$ cat config.mk
export PLATFORM = sky130hd
export DESIGN_NAME = epoch_seconds_to_calendar_unit
export DESIGN_NICKNAME = d
export VERILOG_FILES = /design/src/rtl/e2c_pkg.sv /design/src/rtl/epoch_seconds_to_calendar_unit.sv
export SDC_FILE = /design/constraint.sdc
export NUM_CORES = 2
export LEC_CHECK = 0
export ABC_AREA = 1
export ABC_CLOCK_PERIOD_IN_PS = 6600
export BUFFER_PORTS_ARGS = -buffer_cell sky130_fd_sc_hd__buf_2
export CAP_MARGIN = 20
export CELL_PAD_IN_SITES_DETAIL_PLACEMENT = 1
export CELL_PAD_IN_SITES_GLOBAL_PLACEMENT = 2
export CORE_UTILIZATION = 35
export DETAILED_ROUTE_END_ITERATION = 8
export PLACE_DENSITY = 0.69
export SLEW_MARGIN = 5
export SYNTH_ARGS = -nofsm -noshare
export SYNTH_HDL_FRONTEND = slang
export SYNTH_SLANG_ARGS = --single-unit
$ cat constraint.sdc
create_clock -name i_clk -period 6.6 [get_ports i_clk]
set_input_delay 0 -clock i_clk [delete_from_list [all_inputs] [get_ports i_clk]]
set_output_delay 0 -clock i_clk [all_outputs]
set_load 0.1 [all_outputs]
$ cat src/rtl/e2c_pkg.sv
// ----------------------------------------------------------------------------
// e2c_pkg
// Shared constants and the pipeline stage record for the epoch seconds to
// calendar unit.
// ----------------------------------------------------------------------------
package e2c_pkg;

    localparam int NUM_STAGES = 14;

    localparam logic signed [4:0] ZONE_RESET = 5'sd8;

    // Divisors.
    localparam logic [5:0]  DIV_60     = 6'd60;
    localparam logic [4:0]  DIV_24     = 5'd24;
    localparam logic [17:0] DIV_146097 = 18'd146097;
    localparam logic [10:0] DIV_1461   = 11'd1461;
    localparam logic [7:0]  DIV_153    = 8'd153;

    // Truncated reciprocals, floor(2^s / divisor), for the shift s of each use.
    localparam logic [26:0] RECIP_60_S32     = 27'd71582788;
    localparam logic [21:0] RECIP_60_S27     = 22'd2236962;
    localparam logic [16:0] RECIP_24_S21     = 17'd87381;
    localparam logic [6:0]  RECIP_146097_S24 = 7'd114;
    localparam logic [7:0]  RECIP_1461_S18   = 8'd179;
    localparam logic [3:0]  RECIP_153_S11    = 4'd13;

    // Rounded-up reciprocal of five, exact for every remainder below 153.
    localparam logic [7:0]  RECIP_5_S10      = 8'd205;

    // Four times the day offset 2472632, plus three.
    localparam logic [23:0] DAY_OFFSET_X4 = 24'd9890531;
    localparam logic [15:0] YEAR_BIAS     = 16'd6700;

    typedef struct packed {
        logic [31:0] val;
        logic [26:0] qa;
        logic [5:0]  sec;
        logic [5:0]  min;
        logic [4:0]  hour;
        logic        inv;
        logic [6:0]  b;
        logic [6:0]  d;
        logic [3:0]  m;
        logic [7:0]  rm;
        logic [4:0]  mday;
        logic [3:0]  mon;
        logic [7:0]  yr;
    } t_stage;

endpackage

$ cat src/rtl/epoch_seconds_to_calendar_unit.sv
// ----------------------------------------------------------------------------
// epoch_seconds_to_calendar_unit
// Converts unsigned epoch seconds to local calendar fields in a 14-stage
// pipeline of reciprocal-multiply divisions.
//
//   Channel   Direction  Handshake           Payload
//   input     in         i_valid / o_ready   i_epoch_seconds
//   result    out        o_valid / i_ready   o_second .. o_invalid
//   config    in         i_cfg_we            i_cfg_wdata (zone hours)
//
// One item enters per cycle while the output is not stalled. The stages
// are six constant divisions, each an estimate stage and a correction
// stage, plus zone addition and output formatting. Reset is synchronous
// and clears all valid bits and loads a zone offset of eight hours. A
// stall holds each occupied stage, while empty stages further up still
// accept items.
// ----------------------------------------------------------------------------
module epoch_seconds_to_calendar_unit (
    input  logic        i_clk,
    input  logic        i_rst_n,
    input  logic        i_cfg_we,
    input  logic [4:0]  i_cfg_wdata,
    input  logic        i_valid,
    output logic        o_ready,
    input  logic [31:0] i_epoch_seconds,
    output logic        o_valid,
    input  logic        i_ready,
    output logic [5:0]  o_second,
    output logic [5:0]  o_minute,
    output logic [4:0]  o_hour,
    output logic [4:0]  o_day_of_month,
    output logic [3:0]  o_month,
    output logic [7:0]  o_years_since_1900,
    output logic        o_invalid
);

    localparam int LAST = e2c_pkg::NUM_STAGES - 1;

    logic signed [4:0] r_zone;
    logic [e2c_pkg::NUM_STAGES-1:0] r_vld;
    logic [e2c_pkg::NUM_STAGES-1:0] en;
    e2c_pkg::t_stage r_stg [e2c_pkg::NUM_STAGES];
    e2c_pkg::t_stage n_stg [e2c_pkg::NUM_STAGES];

    logic [58:0] p0;
    logic [32:0] p1;
    logic [31:0] d1;
    logic [6:0]  rem1;
    logic [48:0] p2;
    logic [27:0] p3;
    logic [26:0] d3;
    logic [6:0]  rem3;
    logic [21:0] hsum;
    logic [37:0] p5;
    logic [21:0] p6;
    logic [20:0] d6;
    logic [5:0]  rem6;
    logic [23:0] x4;
    logic [30:0] p7;
    logic [24:0] p8;
    logic [24:0] d8;
    logic [18:0] rem8;
    logic [18:0] cor8;
    logic [17:0] x5;
    logic [25:0] p9;
    logic [17:0] p10;
    logic [17:0] d10;
    logic [11:0] rem10;
    logic [11:0] cor10;
    logic [10:0] x6;
    logic [14:0] p11;
    logic [11:0] p12;
    logic [11:0] d12;
    logic [8:0]  rem12;
    logic [15:0] p13;
    logic        wrap;
    logic [15:0] yfull;

    always_ff @(posedge i_clk) begin
        if (!i_rst_n) begin
            r_zone <= e2c_pkg::ZONE_RESET;
        end else if (i_cfg_we) begin
            r_zone <= i_cfg_wdata;
        end
    end

    always_comb begin
        en[LAST] = !r_vld[LAST] || i_ready;
        for (int k = LAST - 1; k >= 0; k--) begin
            en[k] = !r_vld[k] || en[k+1];
        end
    end

    assign o_ready = en[0];

    always_comb begin
        for (int k = 1; k < e2c_pkg::NUM_STAGES; k++) begin
            n_stg[k] = r_stg[k-1];
        end

        // Seconds: estimate the quotient by 60.
        n_stg[0]     = '0;
        p0           = 59'(i_epoch_seconds) * 59'(e2c_pkg::RECIP_60_S32);
        n_stg[0].val = i_epoch_seconds;
        n_stg[0].qa  = p0[58:32];

        p1   = 33'(r_stg[0].qa) * 33'(e2c_pkg::DIV_60);
        d1   = r_stg[0].val - p1[31:0];
        rem1 = d1[6:0];
        if (rem1 >= 7'(e2c_pkg::DIV_60)) begin
            n_stg[1].sec = 6'(rem1 - 7'(e2c_pkg::DIV_60));
            n_stg[1].val = 32'(r_stg[0].qa) + 32'd1;
        end else begin
            n_stg[1].sec = rem1[5:0];
            n_stg[1].val = 32'(r_stg[0].qa);
        end

        // Minutes.
        p2           = 49'(r_stg[1].val[26:0]) * 49'(e2c_pkg::RECIP_60_S27);
        n_stg[2].qa  = 27'(p2[47:27]);

        p3   = 28'(r_stg[2].qa[20:0]) * 28'(e2c_pkg::DIV_60);
        d3   = r_stg[2].val[26:0] - p3[26:0];
        rem3 = d3[6:0];
        if (rem3 >= 7'(e2c_pkg::DIV_60)) begin
            n_stg[3].min = 6'(rem3 - 7'(e2c_pkg::DIV_60));
            n_stg[3].val = 32'(r_stg[2].qa[20:0]) + 32'd1;
        end else begin
            n_stg[3].min = rem3[5:0];
            n_stg[3].val = 32'(r_stg[2].qa[20:0]);
        end

        // Zone offset on the hour count; a negative sum marks the item invalid.
        hsum         = {1'b0, r_stg[3].val[20:0]} + {{17{r_zone[4]}}, r_zone};
        n_stg[4].inv = hsum[21];
        n_stg[4].val = 32'(hsum[20:0]);

        // Hours and day count.
        p5           = 38'(r_stg[4].val[20:0]) * 38'(e2c_pkg::RECIP_24_S21);
        n_stg[5].qa  = 27'(p5[36:21]);

        p6   = 22'(r_stg[5].qa[15:0]) * 22'(e2c_pkg::DIV_24);
        d6   = r_stg[5].val[20:0] - p6[20:0];
        rem6 = d6[5:0];
        if (rem6 >= 6'(e2c_pkg::DIV_24)) begin
            n_stg[6].hour = 5'(rem6 - 6'(e2c_pkg::DIV_24));
            n_stg[6].val  = 32'(r_stg[5].qa[15:0]) + 32'd1;
        end else begin
            n_stg[6].hour = rem6[4:0];
            n_stg[6].val  = 32'(r_stg[5].qa[15:0]);
        end

        // Era: quotient by 146097 of the offset day count.
        x4           = {r_stg[6].val[21:0], 2'b00} + e2c_pkg::DAY_OFFSET_X4;
        p7           = 31'(x4) * 31'(e2c_pkg::RECIP_146097_S24);
        n_stg[7].val = 32'(x4);
        n_stg[7].qa  = 27'(p7[30:24]);

        p8   = 25'(r_stg[7].qa[6:0]) * 25'(e2c_pkg::DIV_146097);
        d8   = 25'(r_stg[7].val[23:0]) - p8;
        rem8 = d8[18:0];
        if (rem8 >= 19'(e2c_pkg::DIV_146097)) begin
            cor8       = rem8 - 19'(e2c_pkg::DIV_146097);
            n_stg[8].b = r_stg[7].qa[6:0] + 7'd1;
        end else begin
            cor8       = rem8;
            n_stg[8].b = r_stg[7].qa[6:0];
        end
        n_stg[8].val = 32'(cor8[17:2]);

        // Year within the era: quotient by 1461.
        x5           = {r_stg[8].val[15:0], 2'b11};
        p9           = 26'(x5) * 26'(e2c_pkg::RECIP_1461_S18);
        n_stg[9].val = 32'(x5);
        n_stg[9].qa  = 27'(p9[24:18]);

        p10   = 18'(r_stg[9].qa[6:0]) * 18'(e2c_pkg::DIV_1461);
        d10   = r_stg[9].val[17:0] - p10;
        rem10 = d10[11:0];
        if (rem10 >= 12'(e2c_pkg::DIV_1461)) begin
            cor10       = rem10 - 12'(e2c_pkg::DIV_1461);
            n_stg[10].d = r_stg[9].qa[6:0] + 7'd1;
        end else begin
            cor10       = rem10;
            n_stg[10].d = r_stg[9].qa[6:0];
        end
        n_stg[10].val = 32'(cor10[10:2]);

        // Month from the day within the year: quotient by 153.
        x6            = 11'(r_stg[10].val[8:0]) * 11'd5 + 11'd2;
        p11           = 15'(x6) * 15'(e2c_pkg::RECIP_153_S11);
        n_stg[11].val = 32'(x6);
        n_stg[11].qa  = 27'(p11[14:11]);

        p12   = 12'(r_stg[11].qa[3:0]) * 12'(e2c_pkg::DIV_153);
        d12   = 12'(r_stg[11].val[10:0]) - p12;
        rem12 = d12[8:0];
        if (rem12 >= 9'(e2c_pkg::DIV_153)) begin
            n_stg[12].rm = 8'(rem12 - 9'(e2c_pkg::DIV_153));
            n_stg[12].m  = r_stg[11].qa[3:0] + 4'd1;
        end else begin
            n_stg[12].rm = rem12[7:0];
            n_stg[12].m  = r_stg[11].qa[3:0];
        end

        // Output formatting.
        p13   = 16'(r_stg[12].rm) * 16'(e2c_pkg::RECIP_5_S10);
        wrap  = r_stg[12].m >= 4'd10;
        yfull = 16'(r_stg[12].b) * 16'd100 + 16'(r_stg[12].d) + 16'(wrap)
              - e2c_pkg::YEAR_BIAS;
        n_stg[13].mday = 5'(p13[15:10]) + 5'd1;
        n_stg[13].mon  = wrap ? (r_stg[12].m - 4'd10) : (r_stg[12].m + 4'd2);
        n_stg[13].yr   = yfull[7:0];
        if (r_stg[12].inv) begin
            n_stg[13].sec  = '0;
            n_stg[13].min  = '0;
            n_stg[13].hour = '0;
            n_stg[13].mday = '0;
            n_stg[13].mon  = '0;
            n_stg[13].yr   = '0;
        end
    end

    always_ff @(posedge i_clk) begin
        if (!i_rst_n) begin
            r_vld <= '0;
        end else begin
            if (en[0]) begin
                r_vld[0] <= i_valid;
            end
            for (int k = 1; k < e2c_pkg::NUM_STAGES; k++) begin
                if (en[k]) begin
                    r_vld[k] <= r_vld[k-1];
                end
            end
        end
    end

    always_ff @(posedge i_clk) begin
        for (int k = 0; k < e2c_pkg::NUM_STAGES; k++) begin
            if (en[k]) begin
                r_stg[k] <= n_stg[k];
            end
        end
    end

    assign o_valid            = r_vld[LAST];
    assign o_second           = r_stg[LAST].sec;
    assign o_minute           = r_stg[LAST].min;
    assign o_hour             = r_stg[LAST].hour;
    assign o_day_of_month     = r_stg[LAST].mday;
    assign o_month            = r_stg[LAST].mon;
    assign o_years_since_1900 = r_stg[LAST].yr;
    assign o_invalid          = r_stg[LAST].inv;

`ifndef SYNTHESIS
    a_invalid_zero : assert property (@(posedge i_clk) disable iff (!i_rst_n)
        o_valid && o_invalid |-> o_second == 6'd0 && o_minute == 6'd0 &&
        o_hour == 5'd0 && o_day_of_month == 5'd0 && o_month == 4'd0 &&
        o_years_since_1900 == 8'd0)
        else $error("Invalid result carries non-zero fields.");

    a_field_range : assert property (@(posedge i_clk) disable iff (!i_rst_n)
        o_valid && !o_invalid |-> o_second < 6'd60 && o_minute < 6'd60 &&
        o_hour < 5'd24 && o_month < 4'd12 && o_day_of_month != 5'd0)
        else $error("Calendar field out of range.");

    a_empty_ready : assert property (@(posedge i_clk) disable iff (!i_rst_n)
        !r_vld[0] |-> o_ready)
        else $error("Input refused although the first stage is empty.");

    a_accept_loads : assert property (@(posedge i_clk) disable iff (!i_rst_n)
        i_valid && o_ready |=> r_vld[0])
        else $error("Accepted transfer did not reach the first stage.");
`endif

endmodule

Word level (Yosys, flattened, before mapping)
Memory sizes are Yosys's and may differ from the RTL's.
Index checks and enable logic that the tools add are counted.
{ "word_totals": {"word_cells": 135, "in_bits": 42, "ff_bits": 19, "n_memories": 1, "ram_bits": 1680} }
{ "memory_table": {"columns": ["name", "depth", "word_bits", "rd", "rd_clocked_by_memory_dff", "write_ports", "line", "rtl"], "rows": [
  ["r_stg", 14, 120, 14, 0, 14, "epoch_seconds_to_calendar_unit.sv:42", "e2c_pkg::t_stage r_stg [e2c_pkg::NUM_STAGES];"]
]} }
{ "op_classes": {"addsub": 27, "multipliers": 15, "n_reduce_logical": 28, "n_mux": 42, "order_cmp": 7} }
{ "op_table": {"columns": ["cell", "n"], "rows": [
  ["32-bit by 25-bit multiplier with 57-bit output (second input constant)", 1],
  ["17-bit 2-to-1 mux", 3],
  ["27-bit by 21-bit multiplier with 47-bit output (second input constant)", 1],
  ["21-bit by 17-bit multiplier with 37-bit output (second input constant)", 1],
  ["24-bit by 6-bit multiplier with 30-bit output (second input constant)", 1],
  ["27-bit by 1-bit adder with 28-bit output (second input constant)", 1],
  ["1-bit 2-to-1 mux", 28],
  ["28-bit 2-to-1 mux", 1],
  ["27-bit by 4-bit multiplier with 5-bit output (second input constant)", 1],
  ["18-bit by 8-bit multiplier with 25-bit output (second input constant)", 1],
  ["24-bit adder (second input constant)", 1],
  ["21-bit by 1-bit adder with 22-bit output (second input constant)", 1],
  ["21-bit by 22-bit adder with 22-bit output", 1],
  ["22-bit 2-to-1 mux", 1],
  ["21-bit by 4-bit multiplier with 5-bit output (second input constant)", 1],
  ["19-bit by 18-bit greater-or-equal comparator with 1-bit output (second input constant)", 1],
  ["7-bit by 18-bit multiplier with 19-bit output (second input constant)", 1],
  ["19-bit subtractor", 1],
  ["18-bit 2-to-1 mux", 1],
  ["18-bit subtractor (second input constant)", 1],
  ["16-bit by 1-bit adder with 17-bit output (second input constant)", 1],
  ["16-bit by 2-bit multiplier with 3-bit output (second input constant)", 1],
  ["11-bit by 4-bit multiplier with 15-bit output (second input constant)", 1],
  ["8-bit by 8-bit multiplier with 15-bit output (second input constant)", 1],
  ["other kinds (34)", 66]
]} }

Depth between registers and ports, before layout
{ "depth": {"word_depth": 17, "ltp_mapped": 27} }

Least setup slack after synthesis
Ideal clock, no wire load.
{ "synth_path": {"path_kind": "register -> register", "startpoint": "register r_vld[13] (netlist name)", "endpoint": "memory r_stg[0][61] (netlist name), enable pin", "required_ns": 5.869, "setup_ns": 0.731, "slack_ns": -0.062, "stages_incl_launch_ff": 12, "t_arrival_ns": 5.930, "path_cell_list": "dfxtp_1 > nand2_2 > nor2_2 > nand2_2 > nor2_2 > nand2_2 > nor2_2 > nand2_2 > nor2_4 > nand3_4 > nor2_4 > nand4_2"} }
{ "synth_rtl": {"columns": ["item", "line", "rtl"], "rows": [
  ["from (decl)", "epoch_seconds_to_calendar_unit.sv:40", "logic [e2c_pkg::NUM_STAGES-1:0] r_vld;"],
  ["from (signal, indexed assignment)", "epoch_seconds_to_calendar_unit.sv:233", "r_vld[k] <= r_vld[k-1];"],
  ["to (decl)", "epoch_seconds_to_calendar_unit.sv:42", null]
]} }

==> impl_metrics.toml <==
[place]
gp_congestion = 0.871
place.port_buffers = 78
dp.cells = 8007
hpwl_mm = 133

[timing]
rsz0062_at_grt = "false"
max_slew.worst_pin.slew_ns = 0.979
finalClockSkew_ns = 0.0593
fin_crit_sh_pct = 86.2
setup_tns_ns = 0
slew_headroom_pct = 34.7
slew_violations = 0
min_period_ns = 5.69
final-hold-violation-count = 0
finalSetupViolCount = 0
fmax_ghz = 0.176
whs_ns = 0.0985

[worst_setup_path]
path_buf_inv = 4
cp_max_fo = 5
critPathTopFamily = "adder cells"
reg2reg_depth = 18
max_stage_delay_ns = 0.56
path_class = "flip-flop to flip-flop"
cp_data_arrival_time_ns = 6.11
path_cells = "ha_1 > inv_1 > fa_1 > inv_1 > fa_1 > inv_1 > fa_1 > fa_1 > fa_1 > inv_1 > ha_1 > a21oi_1 > a21boi_0 > o21ai_0 > a221oi_1 > nand2_1 > nand2_1 > nand2_1"
crit_path_top_delay_cell = "fa_1"
crit_path_frequent_cell = "fa_1"
worstPathRequired_ns = 7.02
cp-end-kind = "flip-flop"
worst-path-stages = 18
cp-start-kind = "flip-flop"

[yosys]
syn_nets = 7321
synth_most_common_cell = "inv_1"
synthTopCellsByArea = "edfxtp_1 (28%), ha_1 (21%), fa_1 (17%), inv_1 (9.4%), nand2_1 (5.9%)"
netlist_area_mm2 = 0.0552
synth_top_area_share_pct = 28.4
synthTopCellsByCount = "inv_1 (1387), ha_1 (909), nand2_1 (874)"
async_reset_ff_share_pct = 0
post_synth.cell_area_avg_um2 = 9.34
synth.distinct_cells = 60
synthFlopType = "edfxtp_1"
synth_cells = 5912
synth_area_leader_cell = "edfxtp_1"
synth-edff-count = 523
yosys_warnings = 0
ys_seq_area_share_pct = 29.1
synth-seq-cells = 542

[detailed_routing]
wl_per_cell_um = 18.9
via_per_inst = 4.76
drt_iter0_markers = 1497
drc_errors = 0
wl_mm = 154
vias = 38800
drt_first_pass_iters = 5
ant_nets = 0

[flow_run]
maxCapViolations = 0

[clocking]
clk_pin_slew_ns = 0.07
ctsHoldBuffers = 26
root_buffer = "clkbuf_16"
tritoncts = "built"
clock_latency_ns = 0.69
cts_sinks = 542
cts_max_level = 3
cts_setup_buffers = 0
clockBufferDepth = 3
numCtsBuffers = 69
ctsResizeCount = 0

[floorplanning]
die_x_um = 399
fp-row-count = 145
core-area_mm2 = 0.156
die_height_um = 399
start_util_pct = 35.3
io_pins = 79
die_area_mm2 = 0.159

[global_routing]
grt_pass1_vias = 42800
grt_pass1_wl_mm = 246
grt_overflow = 0
grt_usage_pct = 20.0
antenna_found_initial = 2
grt_start_max_net_pins = 48

[hold_path]
hold_depth = 2
hold_class = "input pin to flip-flop"

[layout]
final_cells = 8157
regArea_mm2 = 0.0161
nets = 7455
fillerInstances = 18000
multi_input_area_mm2 = 0.0335
area_growth_pct = 9.62
drive_above_1_share_pct = 4.36

[outcome]
status = "finished, final reports clean"
## worst register-to-register path, stage by stage, from the launching register on
cell,delay (ns)
edfxtp_1,0.51
ha_1,0.41
inv_1,0.07
fa_1,0.52
inv_1,0.06
fa_1,0.51
inv_1,0.06
fa_1,0.50
fa_1,0.52
fa_1,0.56
inv_1,0.05
ha_1,0.35
a21oi_1,0.20
a21boi_0,0.44
o21ai_0,0.17
a221oi_1,0.32
nand2_1,0.10
nand2_1,0.08
nand2_1,0.04
## flip-flops by register name, summed over array words and instances, names as in the netlist
register,cells
r_stg,523
r_vld,14
r_zone,5
## cell usage in the layout (no fill, tap or decap), types with 78 or more instances in the layout
cell type and count:
nand3_1 200, a21oi_1 259, xnor2_1 85, xor2_1 183, buf_2 78, edfxtp_1 523
ha_1 909, fa_1 458, o21ai_0 196, nand2_1 874, inv_1 1384, nor2_1 368
## cell families after synthesis
family / count (synthesis) / synth area share (%)
AND/OR/NAND/NOR: 1648 / 12.6
buffers and inverters: 1452 / 10.2
adder cells (fa/ha/maj): 1367 / 37.2
AO/OA/AOI/OAI: 630 / 6.52
flip-flops: 542 / 29.1
XOR/XNOR: 270 / 4.31
other: 2 / 0.0136
multiplexers: 1 / 0.0181
## metrics by stage
step	cell area [um^2]	utilization, %	setup slack (ns)
final	60500	38.7	0.908
after global routing	60500	38.7	0.492
after CTS	60500	38.7	0.838
after detailed placement	57900	37.0	0.847
after global placement	57900	37.0	0.935
after floorplan	55200	-	0.589
## layer usage
| metal | GRT usage, % | routed length [um] | up-vias |
|---|---|---|---|
| li1 | - | - | 19300 |
| met1 | 26.6 | 73100 | 19100 |
| met2 | 35.1 | 75500 | 304 |
| met3 | 1.95 | 2970 | 139 |
| met4 | 3.91 | 2830 | 0 |
| met5 | 0 | 0 | - |
## path summary, 6_finish.rpt
path | end | start | slack [ns]
setup / recovery | r_stg[0][672] | r_stg[0][575] | 0.91
hold reg to reg | r_stg[0][885] | r_stg[0][765] | 0.38
hold / removal | r_stg[0][94] | i_epoch_seconds[6] | 0.1
setup reg to reg | r_stg[0][672] | r_stg[0][575] | 0.91
## final cells by class
cell class	count	area share, %
inverter	1392	8.63
antenna	1	0.00413
multi-input combinational	3918	55.3
clock inverter	47	0.930
clock buffer	76	2.93
sequential	542	26.6
timing repair buffer	123	1.33
tap	2058	4.25
Power is left out: the tool's default activity adds up to more than one toggle a clock period on the data nets, which glitch-free logic cannot reach.
